### src/hdl/kmse_pkg.sv
// ----------------------------------------------------------------------------
// kmse_pkg
// Shared constants, types and result codes for the key matrix scanner.
// ----------------------------------------------------------------------------
package kmse_pkg;

    localparam int ROWS    = 6;
    localparam int COLS    = 6;
    localparam int NKEYS   = ROWS * COLS;
    localparam int ROW_W   = (ROWS > 1) ? $clog2(ROWS) : 1;
    localparam int COL_W   = (COLS > 1) ? $clog2(COLS) : 1;
    localparam int CNT_W   = $clog2(NKEYS + 1);

    // fixed field widths of the ports
    localparam int LEVEL_W = 6;
    localparam int MASK_W  = 36;
    localparam int KIND_W  = 2;
    localparam int IDX_W   = 6;
    localparam int FRAME_W = 36;
    localparam int FCNT_W  = 6;

    // keys 24, 25, 30 and 31 left out of the frame
    localparam logic [MASK_W-1:0] MASK_RESET = 36'h0_C300_0000;

    typedef logic [NKEYS-1:0] t_keys;

    typedef enum logic [KIND_W-1:0] {
        KIND_PRESS   = 2'd0,
        KIND_RELEASE = 2'd1,
        KIND_FRAME   = 2'd2
    } t_kind;

    typedef struct packed {
        logic chg;
        logic press;
    } t_lane;

    typedef struct packed {
        logic [COLS-1:0]  chg;
        logic [COLS-1:0]  press;
        logic [ROW_W-1:0] row;
        logic             frame;
        t_keys            snap;
    } t_job;

endpackage

### src/hdl/key_matrix_scan_events_core.sv
// ----------------------------------------------------------------------------
// key_matrix_scan_events_core
// Key matrix scanner: press and release events per row and a packed frame.
// ----------------------------------------------------------------------------
// Each request carries the active-low column levels of the next row in turn.
// All columns of the row are compared with the stored key state at once, one
// lane per column. The merge stage then sends one event per cycle in column
// order while the output is not stalled; after the last row it packs the frame
// one row per cycle, starting with the first row, and sends the frame after the
// events of that row. A request with no result is not passed to the merge
// stage. The next request is taken in the cycle the final result moves to the
// output register. The mask register may be written only while no request is
// being worked on.
module key_matrix_scan_events_core import kmse_pkg::*; (
    input  logic                i_clk,
    input  logic                i_rst_n,
    input  logic                i_cfg_valid,
    output logic                o_cfg_ready,
    input  logic [MASK_W-1:0]   i_cfg_unused_key_mask,
    input  logic                i_in_valid,
    output logic                o_in_ready,
    input  logic [LEVEL_W-1:0]  i_column_levels,
    output logic                o_out_valid,
    input  logic                i_out_ready,
    output logic [KIND_W-1:0]   o_kind,
    output logic [IDX_W-1:0]    o_key_index,
    output logic [FRAME_W-1:0]  o_frame_bits,
    output logic [FCNT_W-1:0]   o_frame_count,
    output logic                o_last
);

    logic [MASK_W-1:0] r_mask;
    t_keys             r_pressed;
    logic [ROW_W-1:0]  r_row;

    logic [COLS-1:0]   closed;
    logic [COLS-1:0]   was;
    t_lane             flag [COLS];
    t_keys             n_pressed;
    t_job              job;
    logic              load_ok;
    logic              accept;
    logic              last_row;

    assign o_cfg_ready = 1'b1;
    assign o_in_ready  = load_ok;
    assign accept      = i_in_valid && load_ok;
    assign last_row    = (r_row == ROW_W'(ROWS - 1));
    assign was         = r_pressed[r_row * COLS +: COLS];

    for (genvar c = 0; c < COLS; c++) begin : g_lane
        // columns without an input line read as open
        if (c < LEVEL_W) begin : g_in
            assign closed[c] = ~i_column_levels[c];
        end else begin : g_open
            assign closed[c] = 1'b0;
        end

        kmse_lane u_lane (
            .i_closed (closed[c]),
            .i_was    (was[c]),
            .o_flag   (flag[c])
        );

        assign job.chg[c]   = flag[c].chg;
        assign job.press[c] = flag[c].press;
    end

    always_comb begin
        n_pressed = r_pressed;
        n_pressed[r_row * COLS +: COLS] = closed;
    end

    assign job.row   = r_row;
    assign job.frame = last_row;
    assign job.snap  = n_pressed;

    always_ff @(posedge i_clk) begin
        if (!i_rst_n) begin
            r_mask    <= MASK_RESET;
            r_pressed <= '0;
            r_row     <= '0;
        end else begin
            if (i_cfg_valid) begin
                r_mask <= i_cfg_unused_key_mask;
            end
            if (accept) begin
                r_pressed <= n_pressed;
                r_row     <= last_row ? '0 : r_row + 1'b1;
            end
        end
    end

    kmse_merge u_merge (
        .i_clk         (i_clk),
        .i_rst_n       (i_rst_n),
        .i_load        (accept && ((|job.chg) || last_row)),
        .i_job         (job),
        .i_mask        (r_mask),
        .o_load_ok     (load_ok),
        .o_out_valid   (o_out_valid),
        .i_out_ready   (i_out_ready),
        .o_kind        (o_kind),
        .o_key_index   (o_key_index),
        .o_frame_bits  (o_frame_bits),
        .o_frame_count (o_frame_count),
        .o_last        (o_last)
    );

endmodule

### src/hdl/kmse_lane.sv
// ----------------------------------------------------------------------------
// kmse_lane
// One column of the current row: finds a press or a release of its key.
// ----------------------------------------------------------------------------
module kmse_lane import kmse_pkg::*; (
    input  logic  i_closed,
    input  logic  i_was,
    output t_lane o_flag
);

    assign o_flag.chg   = i_closed ^ i_was;
    assign o_flag.press = i_closed & ~i_was;

endmodule

### src/hdl/kmse_merge.sv
// ----------------------------------------------------------------------------
// kmse_merge
// Merges the lane results into events in column order, packs the state frame
// one row per cycle and holds the output register.
// ----------------------------------------------------------------------------
module kmse_merge import kmse_pkg::*; (
    input  logic                i_clk,
    input  logic                i_rst_n,
    input  logic                i_load,
    input  t_job                i_job,
    input  logic [MASK_W-1:0]   i_mask,
    output logic                o_load_ok,
    output logic                o_out_valid,
    input  logic                i_out_ready,
    output logic [KIND_W-1:0]   o_kind,
    output logic [IDX_W-1:0]    o_key_index,
    output logic [FRAME_W-1:0]  o_frame_bits,
    output logic [FCNT_W-1:0]   o_frame_count,
    output logic                o_last
);

    logic               r_busy;
    t_job               r_job;
    logic [ROW_W-1:0]   r_pk_row;
    logic               r_pk_done;
    logic [FRAME_W-1:0] r_acc;
    logic [CNT_W-1:0]   r_cnt;

    logic               r_out_valid;
    logic [KIND_W-1:0]  r_kind;
    logic [IDX_W-1:0]   r_idx;
    logic [FRAME_W-1:0] r_bits;
    logic [FCNT_W-1:0]  r_fcnt;
    logic               r_last;

    logic               push_ok;
    logic [COL_W-1:0]   col;
    logic [COLS-1:0]    rest;
    logic               emit_evt;
    logic               emit_frm;
    logic               done;
    logic               load;
    t_keys              mask_ext;
    logic [COLS-1:0]    snap_row;
    logic [COLS-1:0]    mask_row;
    logic [FRAME_W-1:0] n_acc;
    logic [CNT_W-1:0]   n_cnt;

    // lowest changed column goes first
    always_comb begin
        logic found;
        found = 1'b0;
        col   = '0;
        for (int c = 0; c < COLS; c++) begin
            if (!found && r_job.chg[c]) begin
                found = 1'b1;
                col   = COL_W'(c);
            end
        end
    end

    assign rest      = r_job.chg & ~(COLS'(1) << col);
    assign push_ok   = !r_out_valid || i_out_ready;
    assign emit_evt  = r_busy && push_ok && (|r_job.chg);
    assign emit_frm  = r_busy && push_ok && !(|r_job.chg) && r_job.frame && r_pk_done;
    assign done      = (emit_evt && (rest == '0) && !r_job.frame) || emit_frm;
    assign o_load_ok = !r_busy || done;
    assign load      = i_load && o_load_ok;

    // keys beyond the mask register are never left out
    assign mask_ext = t_keys'(i_mask);
    assign snap_row = r_job.snap[r_pk_row * COLS +: COLS];
    assign mask_row = mask_ext[r_pk_row * COLS +: COLS];

    // compact one row of kept keys onto the running frame
    always_comb begin
        logic [COL_W:0]   l;
        logic [CNT_W:0]   pos;
        l     = '0;
        pos   = '0;
        n_acc = r_acc;
        for (int c = 0; c < COLS; c++) begin
            if (!mask_row[c]) begin
                pos = (CNT_W + 1)'(r_cnt) + (CNT_W + 1)'(l);
                if (snap_row[c]) begin
                    n_acc = n_acc | (FRAME_W'(1) << pos);
                end
                l = l + 1'b1;
            end
        end
        n_cnt = r_cnt + CNT_W'(l);
    end

    always_ff @(posedge i_clk) begin
        if (!i_rst_n) begin
            r_busy      <= 1'b0;
            r_out_valid <= 1'b0;
            r_pk_done   <= 1'b0;
            r_pk_row    <= '0;
        end else begin
            if (load) begin
                r_busy    <= 1'b1;
                r_job     <= i_job;
                r_pk_row  <= '0;
                r_pk_done <= 1'b0;
                r_acc     <= '0;
                r_cnt     <= '0;
            end else begin
                if (emit_evt) begin
                    r_job.chg <= rest;
                end
                if (done) begin
                    r_busy <= 1'b0;
                end
                if (r_busy && !r_pk_done) begin
                    r_acc <= n_acc;
                    r_cnt <= n_cnt;
                    if (r_pk_row == ROW_W'(ROWS - 1)) begin
                        r_pk_done <= 1'b1;
                    end else begin
                        r_pk_row <= r_pk_row + 1'b1;
                    end
                end
            end

            if (emit_evt) begin
                r_out_valid <= 1'b1;
                r_kind      <= r_job.press[col] ? KIND_PRESS : KIND_RELEASE;
                r_idx       <= IDX_W'(r_job.row * COLS + col);
                r_bits      <= '0;
                r_fcnt      <= '0;
                r_last      <= (rest == '0) && !r_job.frame;
            end else if (emit_frm) begin
                r_out_valid <= 1'b1;
                r_kind      <= KIND_FRAME;
                r_idx       <= '0;
                r_bits      <= r_acc;
                r_fcnt      <= FCNT_W'(r_cnt);
                r_last      <= 1'b1;
            end else if (i_out_ready) begin
                r_out_valid <= 1'b0;
            end
        end
    end

    assign o_out_valid   = r_out_valid;
    assign o_kind        = r_kind;
    assign o_key_index   = r_idx;
    assign o_frame_bits  = r_bits;
    assign o_frame_count = r_fcnt;
    assign o_last        = r_last;

endmodule
### config.mk
export PLATFORM = sky130hd
export DESIGN_NAME = key_matrix_scan_events_core
export DESIGN_NICKNAME = d
export VERILOG_FILES = /design/src/hdl/kmse_pkg.sv /design/src/hdl/key_matrix_scan_events_core.sv /design/src/hdl/kmse_lane.sv /design/src/hdl/kmse_merge.sv
export SDC_FILE = /design/constraint.sdc
export NUM_CORES = 1
export LEC_CHECK = 0
export ABC_AREA = 1
export BUFFER_PORTS_ARGS = -buffer_cell sky130_fd_sc_hd__buf_2
export CORE_MARGIN = 10
export CORE_UTILIZATION = 40
export DETAILED_ROUTE_END_ITERATION = 8
export SYNTH_ARGS = -nofsm -noshare
export SYNTH_HDL_FRONTEND = slang
export SYNTH_SLANG_ARGS = --single-unit
### constraint.sdc
create_clock -name i_clk -period 6.3 [get_ports i_clk]
set_clock_uncertainty 0.05 [all_clocks]
set_input_delay 0.945 -clock i_clk [delete_from_list [all_inputs] [get_ports i_clk]]
set_output_delay 0.945 -clock i_clk [all_outputs]
set_load 0.1 [all_outputs]
After elaboration in Yosys (flattened, before gate mapping)
Cells that the tools add are included.
- bits in registers: 226
- bits of input ports: 47
- output and inout port bits: 54
- add/subtract/negate cells: 15
- $mul: 3
- order comparisons: 1
- eq/ne operators: 2
- shift-type cells: 12
- muxes and demuxes: 50
- bitwise logic cells: 34
- reduce and logical (&&, ||, !) cells: 46
- operators by type and width (cell ; number):
    two-way mux 36 bit ; 14
    OR 36 bit ; 6
    left shift 1 x 7 -> 36 bit, first input constant ; 5
    indexed part select 36 x 7 -> 6 bit ; 3
    bitwise mux 36 bit ; 1
    two-way mux 6 bit ; 6
    variable shift 6 x 34 -> 36 bit, first input constant ; 1
    indexed part select 6 x 34 -> 36 bit ; 1
    left shift 1 x 6 -> 36 bit, first input constant ; 1
    negator 6 -> 34 bit ; 1
    adder 6 x 4 -> 7 bit ; 4
    two-way mux 4 bit ; 5
    logical AND 1 bit ; 17
    adder 4 x 1 -> 4 bit, second input constant ; 4
    two-way mux 1 bit ; 16
    multiplier 3 x 2 -> 5 bit, second input constant ; 3
    NOT 1 bit ; 14
    AND reduction 2 bit ; 6
    OR reduction 6 bit ; 2
    zero test 1 bit ; 10
    two-way mux 3 bit ; 3
    two-way mux 2 bit ; 4
    nonzero test 2 bit ; 4
    adder 6 x 1 -> 7 bit ; 1
    16 further kinds ; 31

Logic depth before layout (Yosys ltp)
- depth after elaboration: 29
- mapped depth: 36
- mapped depth without buffers: 34

By module
From an unflattened synthesis, not the netlist that was laid out.
- cells, all modules: 2344
- area, all modules: 16419.5 sq um
- modules (own cells, without submodules) (module ; times used ; cells each ; area each (sq um) ; sequential area each (sq um)):
    kmse_merge ; 1 ; 1586 ; 11486.0 ; 4474.3
    key_matrix_scan_events_core ; 1 ; 740 ; 4813.4 ; 1501.4
    kmse_lane ; 6 ; 3 ; 20.0 ; 0.0

Worst setup path after synthesis
OpenSTA, ideal clock, no wires.
- path type: input port to flip-flop
- start point: in i_out_ready
- end point: reg u_merge.r_job[0] (netlist name), enable pin
- setup time: 450 ps
- data arrival time: 4448 ps
- path slack: 1352 ps
- cell stages on the path: 12
- path through: inv_1 > a21oi_1 > nand2_4 > inv_4 > nand3_2 > nand2_2 > nand2_2 > inv_2 > nand2_1 > buf_6 > buf_6 > nor2_1
- cells in the longest elaborated chain, start to end: 11
- elaborated cells between the ends (all ways): 14
- ends and longest elaborated chain (what ; RTL line ; source):
    start: declaration ; key_matrix_scan_events_core.sv:24 ; input logic i_out_ready,
    logical OR 1 bit * ; kmse_merge.sv:63 ; assign push_ok = !r_out_valid || i_out_ready;
    logical AND 1 bit * ; kmse_merge.sv:64, kmse_merge.sv:65 ;
    logical AND 1 bit (on tied branches) ; kmse_merge.sv:64, kmse_merge.sv:65 ;
    logical AND 1 bit (on tied branches) (2 in series) ; kmse_merge.sv:66, kmse_merge.sv:65 ;
    logical OR 1 bit * ; kmse_merge.sv:66 ; assign done = (emit_evt && (rest == '0) && !r_job.frame) || emit_frm;
    logical OR 1 bit * ; kmse_merge.sv:67 ; assign o_load_ok = !r_busy || done;
    named net o_in_ready ; key_matrix_scan_events_core.sv:21 ; output logic o_in_ready,
    logical AND 1 bit ; key_matrix_scan_events_core.sv:47 ; assign accept = i_in_valid && load_ok;
    logical AND 1 bit ; key_matrix_scan_events_core.sv:97 ; .i_load (accept && ((|job.chg) || last_row)),
    logical AND 1 bit * ; kmse_merge.sv:68 ; assign load = i_load && o_load_ok;
    AND reduction 2 bit (no line) * ; - ;
    end signal: assignment ; kmse_merge.sv:103 ; r_job <= i_job;
    end: declaration ; kmse_merge.sv:23 ; t_job r_job;
The timed path passes the listed nets; every way through them passes the cells marked *.
A chain may end at the register's enable or synchronous reset.

Worst setup path after layout
- start point: reg u_merge.r_pk_row[0]
- end point: reg u_merge.r_acc[13], data pin
- cells in the longest elaborated chain, start to end: 21
- elaborated cells between the ends (all ways): 40
- ends and longest elaborated chain (what ; RTL line ; source):
    start: declaration ; kmse_merge.sv:24 ; logic [ROW_W-1:0] r_pk_row;
    start signal: assignment ; kmse_merge.sv:121 ; r_pk_row <= r_pk_row + 1'b1;
    multiplier 3 x 2 -> 5 bit * ; kmse_merge.sv:72, kmse_merge.sv:73 ;
    branches (longest 18 deep; another with adder 6 x 4 -> 7 bit) ; - ;
    two-way mux 36 bit * ; kmse_merge.sv:83 ; if (!mask_row[c]) begin
    two-way mux 36 bit * ; kmse_merge.sv:115 ; if (r_busy && !r_pk_done) begin
    end signal: assignment ; kmse_merge.sv:116 ; r_acc <= n_acc;
    end: declaration ; kmse_merge.sv:26 ; logic [FRAME_W-1:0] r_acc;
Mark *: on every way between the ends. The select of a mux whose other input is x is not followed.

==> impl_metrics.csv <==
group,metric,value,unit
power_and_ir_drop,power.net_switching,2960,uW
worst_hold_path,hp-class,"flip-flop to flip-flop",
clock_tree,post_cts_resize_count,0,
floorplanning,fp.dieW,217,um
sta,rsz0062_at_grt,"no",
critical_path,worstSetupStartpointType,"flip-flop",
synth,yosysWarningCount,0,
status,status,"completed",
floorplanning,die_h,217,um
detailed_routing,num_vias,15213,
critical_path,cp_common_cell,"nand2_1",
synth,synthAdderAreaFrac,0.0464,
sta,finalCritPeriodShare,0.890,
power_and_ir_drop,clkPwrFrac,0.250,
layout,fin_nets,2385,
sta,slew_viol_final,0,
synth,synth_edf_count,145,
critical_path,endpoint_kind,"flip-flop",
synth,yosysSeqAreaShare,0.384,
synth,syn_area,15600,um^2
clock_tree,cts_tree,"yes",
clock_tree,cts_max_path_buffers,3,
sta,tightest_slew,915,ps
worst_hold_path,worstHoldStart,"r_mask[1]",
sta,setup_viol,0,
power_and_ir_drop,max-vdd-ir-drop,0.201,mV
sta,finalSetupTns,0,ps
sta,fmax,178,MHz
placed_design,dp_hpwl,44.0,mm
global_routing,grt_pass1_wl,86.4,mm
critical_path,worst-path-buf-inv,6,
critical_path,reg2reg_slack,690,ps
synth,synth_seq_cells,226,
global_routing,antenna_found_initial,0,
layout,seq_area,5980,um^2
detailed_routing,drc,0,
layout,synthToLayoutAreaGrowth,11.5,%
detailed_routing,dr.pass1.iters,6,
floorplanning,dieArea,47200,um^2
synth,synth-xor-area-share,0.00851,
sta,slew_headroom,0.389,
synth,synth_top_family_by_area,"simple AND/OR/NAND/NOR gates",
synth,syn_avg_cell_area,7.03,um^2
global_routing,grt_max_degree,68,
clock_tree,cts_hold_buf,0,
sta,hold_violations,0,
critical_path,worstSetupPathType,"flip-flop to flip-flop",
layout,n_antenna_cell,0,
layout,multi_input_area,8180,um^2
detailed_routing,drt_iter0_drc,1355,
synth,syn_nets,2316,
detailed_routing,finalWirelength,56.2,mm
critical_path,crit_fanout,22,
clock_tree,cts-root-buf,"clkbuf_16",
floorplanning,rows,72,
floorplanning,pin_count,101,
placed_design,gp_congestion,1.03,
detailed_routing,wl_per_cell,19.9,um
layout,drive_gt1_frac,0.118,
clock_tree,clk_latency,570,ps
critical_path,cp_top_family,"simple AND/OR/NAND/NOR gates",
synth,postSynth.asyncResetShare,0,
sta,whs,409,ps
detailed_routing,viasPerCell,5.39,
critical_path,r2r-end,"u_merge.r_acc[13]",
critical_path,cp.required,6670,ps
clock_tree,cts_buffers,28,
placed_design,dp_cells,2773,
critical_path,reg2reg_from,"u_merge.r_pk_row[0]",
clock_tree,post-cts-setup-buffers,0,
clock_tree,h-tree-depth,1,
global_routing,overflow,0,
critical_path,cpMaxStageDelayCell,"nand2_1",
synth,ys_types,52,
worst_hold_path,holdPathStages,2,
power_and_ir_drop,leakage,0.00777,uW
synth,synth_compound_area_frac,0.0833,
detailed_routing,ant_nets,0,
layout,final_cell_count_no_fill,2824,
synth,synth_mux_area_frac,0,
power_and_ir_drop,pwr-share-seq,0.283,
synth,synth-main-ff-cell,"edfxtp_1",
run,max_cap_viol_count,0,
global_routing,track_usage,0.232,
synth,synthSimpleGateAreaFrac,0.385,
layout,n_fill_cell,4017,
synth,syn_inst,2216,
global_routing,grt_pass1_vias,14667,
critical_path,cp.arrival,5970,ps
floorplanning,coreArea,38600,um^2
clock_tree,cts_sinks,226,
floorplanning,initial_core_util,0.404,
clock_tree,clkTransAtPathRegs,60,ps
worst_hold_path,min_to,"r_mask[1]",
critical_path,cp_slowest_stage_delay,460,ps
sta,fin_crit,5610,ps
placed_design,portBuffers,99,
power_and_ir_drop,combPwrFrac,0.467,
power_and_ir_drop,p_sw_frac,0.465,
critical_path,reg2reg_depth,31,
power_and_ir_drop,power_per_cell_area,367,nW/um^2
power_and_ir_drop,internal-power,3410,uW
worst register-to-register path, delay by kind of cell, from the launching register on:
family,cells,cell delay [ps]
AO/OA/AOI/OAI,2,260
adder cells (fa/ha/maj),4,1250
buffers and inverters,6,970
flip-flops,1,330
AND/OR/NAND/NOR,19,2580
sequential cells by signal, indices dropped and copies added, names as in the netlist, 2 cells and up:
register and count:
u_merge.o_frame_count 6, u_merge.r_job 52, r_mask 36, u_merge.r_cnt 6, r_row 3, u_merge.r_pk_row 3
u_merge.o_frame_bits 36, u_merge.o_kind 2, r_pressed 36, u_merge.r_acc 36, u_merge.o_key_index 6
cells in the final DEF, fill, tap and decap left out, types with 8 or more instances in the layout:
master       n
a21oi_1     83
buf_2       99
buf_4       24
clkbuf_16   29
clkinv_1     8
dfxtp_1     81
edfxtp_1   145
fa_1         8
ha_1        45
inv_1      240
inv_2       11
nand2_1    513
nand2_2     20
nand3_1    289
nand3_2     10
nand3b_1    12
nand4_1     47
nor2_1     374
nor2_2       8
nor2_4      11
nor3_1      26
o21ai_0    110
o21ai_1     12
o21ai_2      9
or2_2       11
xor2_1      11
worst max-delay path by stage:
stage | start | endpoint | slack [ps] | cells past startpoint
after global routing | u_merge.r_pk_row[0] | u_merge.r_acc[13] | 190 | 31
after CTS | u_merge.r_pk_row[0] | u_merge.r_acc[13] | 810 | 31
final | u_merge.r_pk_row[0] | u_merge.r_acc[13] | 690 | 31
after floorplan | i_out_ready | u_merge.r_job[0] | 1350 | 12
after global placement | u_merge.r_pk_row[0] | u_merge.r_acc[13] | 980 | 33
after detailed placement | u_merge.r_pk_row[0] | u_merge.r_acc[13] | 860 | 31
synth_stat cells (4+ instances only):
cell      number  area share
nand2_1      513        0.12
nor2_1       375       0.090
nand3_1      289       0.093
inv_1        240       0.058
edfxtp_1     145        0.28
o21ai_0      110       0.035
a21oi_1       84       0.027
dfxtp_1       81        0.10
nand4_1       47       0.019
ha_1          45       0.036
clkbuf_1      35      0.0084
nor3_1        26      0.0084
buf_2         23      0.0074
nand2_2       20      0.0080
buf_6         13      0.0094
nand3b_1      12      0.0058
o21ai_1       12      0.0039
inv_2         11      0.0026
or2_2         11      0.0044
xor2_1        11      0.0062
nand3_2       10      0.0064
nor2_4        10      0.0072
buf_4          9      0.0043
o21ai_2        9      0.0051
fa_1           8       0.010
nor2_2         8      0.0032
clkinv_1       6      0.0014
a31oi_1        5      0.0020
nor4_1         5      0.0020
o22ai_1        5      0.0020
a21oi_2        4      0.0022
nand3_4        4      0.0045
power groups by stage:
stage	clock (uW)	combinational, uW	sequential, uW
6_report	1590	2980	1800
4_1_cts	1630	2920	1800
5_1_grt	1680	3260	1810
2_1_floorplan	0	1980	1950
3_3_place_gp	0	2890	1830
3_5_place_dp	0	2910	1830
per-layer routing:
metal / global-route usage / vias to the layer above / wire (um) / share of wire
li1: - / 7404 / - / -
met2: 0.399 / 572 / 26800 / 0.48
met5: 0 / - / 0 / 0
met4: 0.114 / 0 / 3160 / 0.056
met3: 0.0366 / 150 / 3360 / 0.060
met1: 0.278 / 7087 / 22800 / 0.41
per-stage QoR:
stage	area [um^2]	total power [uW]	setup WS, ps	utilization
after global placement	16500	4720	979	0.427
after detailed placement	16500	4740	857	0.427
after floorplan	15600	3930	1350	-
final	17400	6370	694	0.451
after CTS	17400	6350	807	0.451
after global routing	17400	6760	187	0.451
cell type report:
type | instances | share of cell area
Clock inverter | 15 | 0.00763
Sequential cell | 226 | 0.344
Multi-Input combinational cell | 1648 | 0.471
Timing Repair Buffer | 123 | 0.0389
Clock buffer | 36 | 0.0452
Inverter | 258 | 0.0559
Tap cell | 518 | 0.0373
cell families after synthesis:
| family | Yosys count |
|---|---|
| xor gates and xnor gates | 13 |
| and+or+nand+nor | 1342 |
| DFF | 226 |
| AOI/OAI and AO/OA | 238 |
| adders and majority gates | 53 |
| other | 2 |
| buffers and inverters | 342 |
Power figures use the tool's default switching activity.
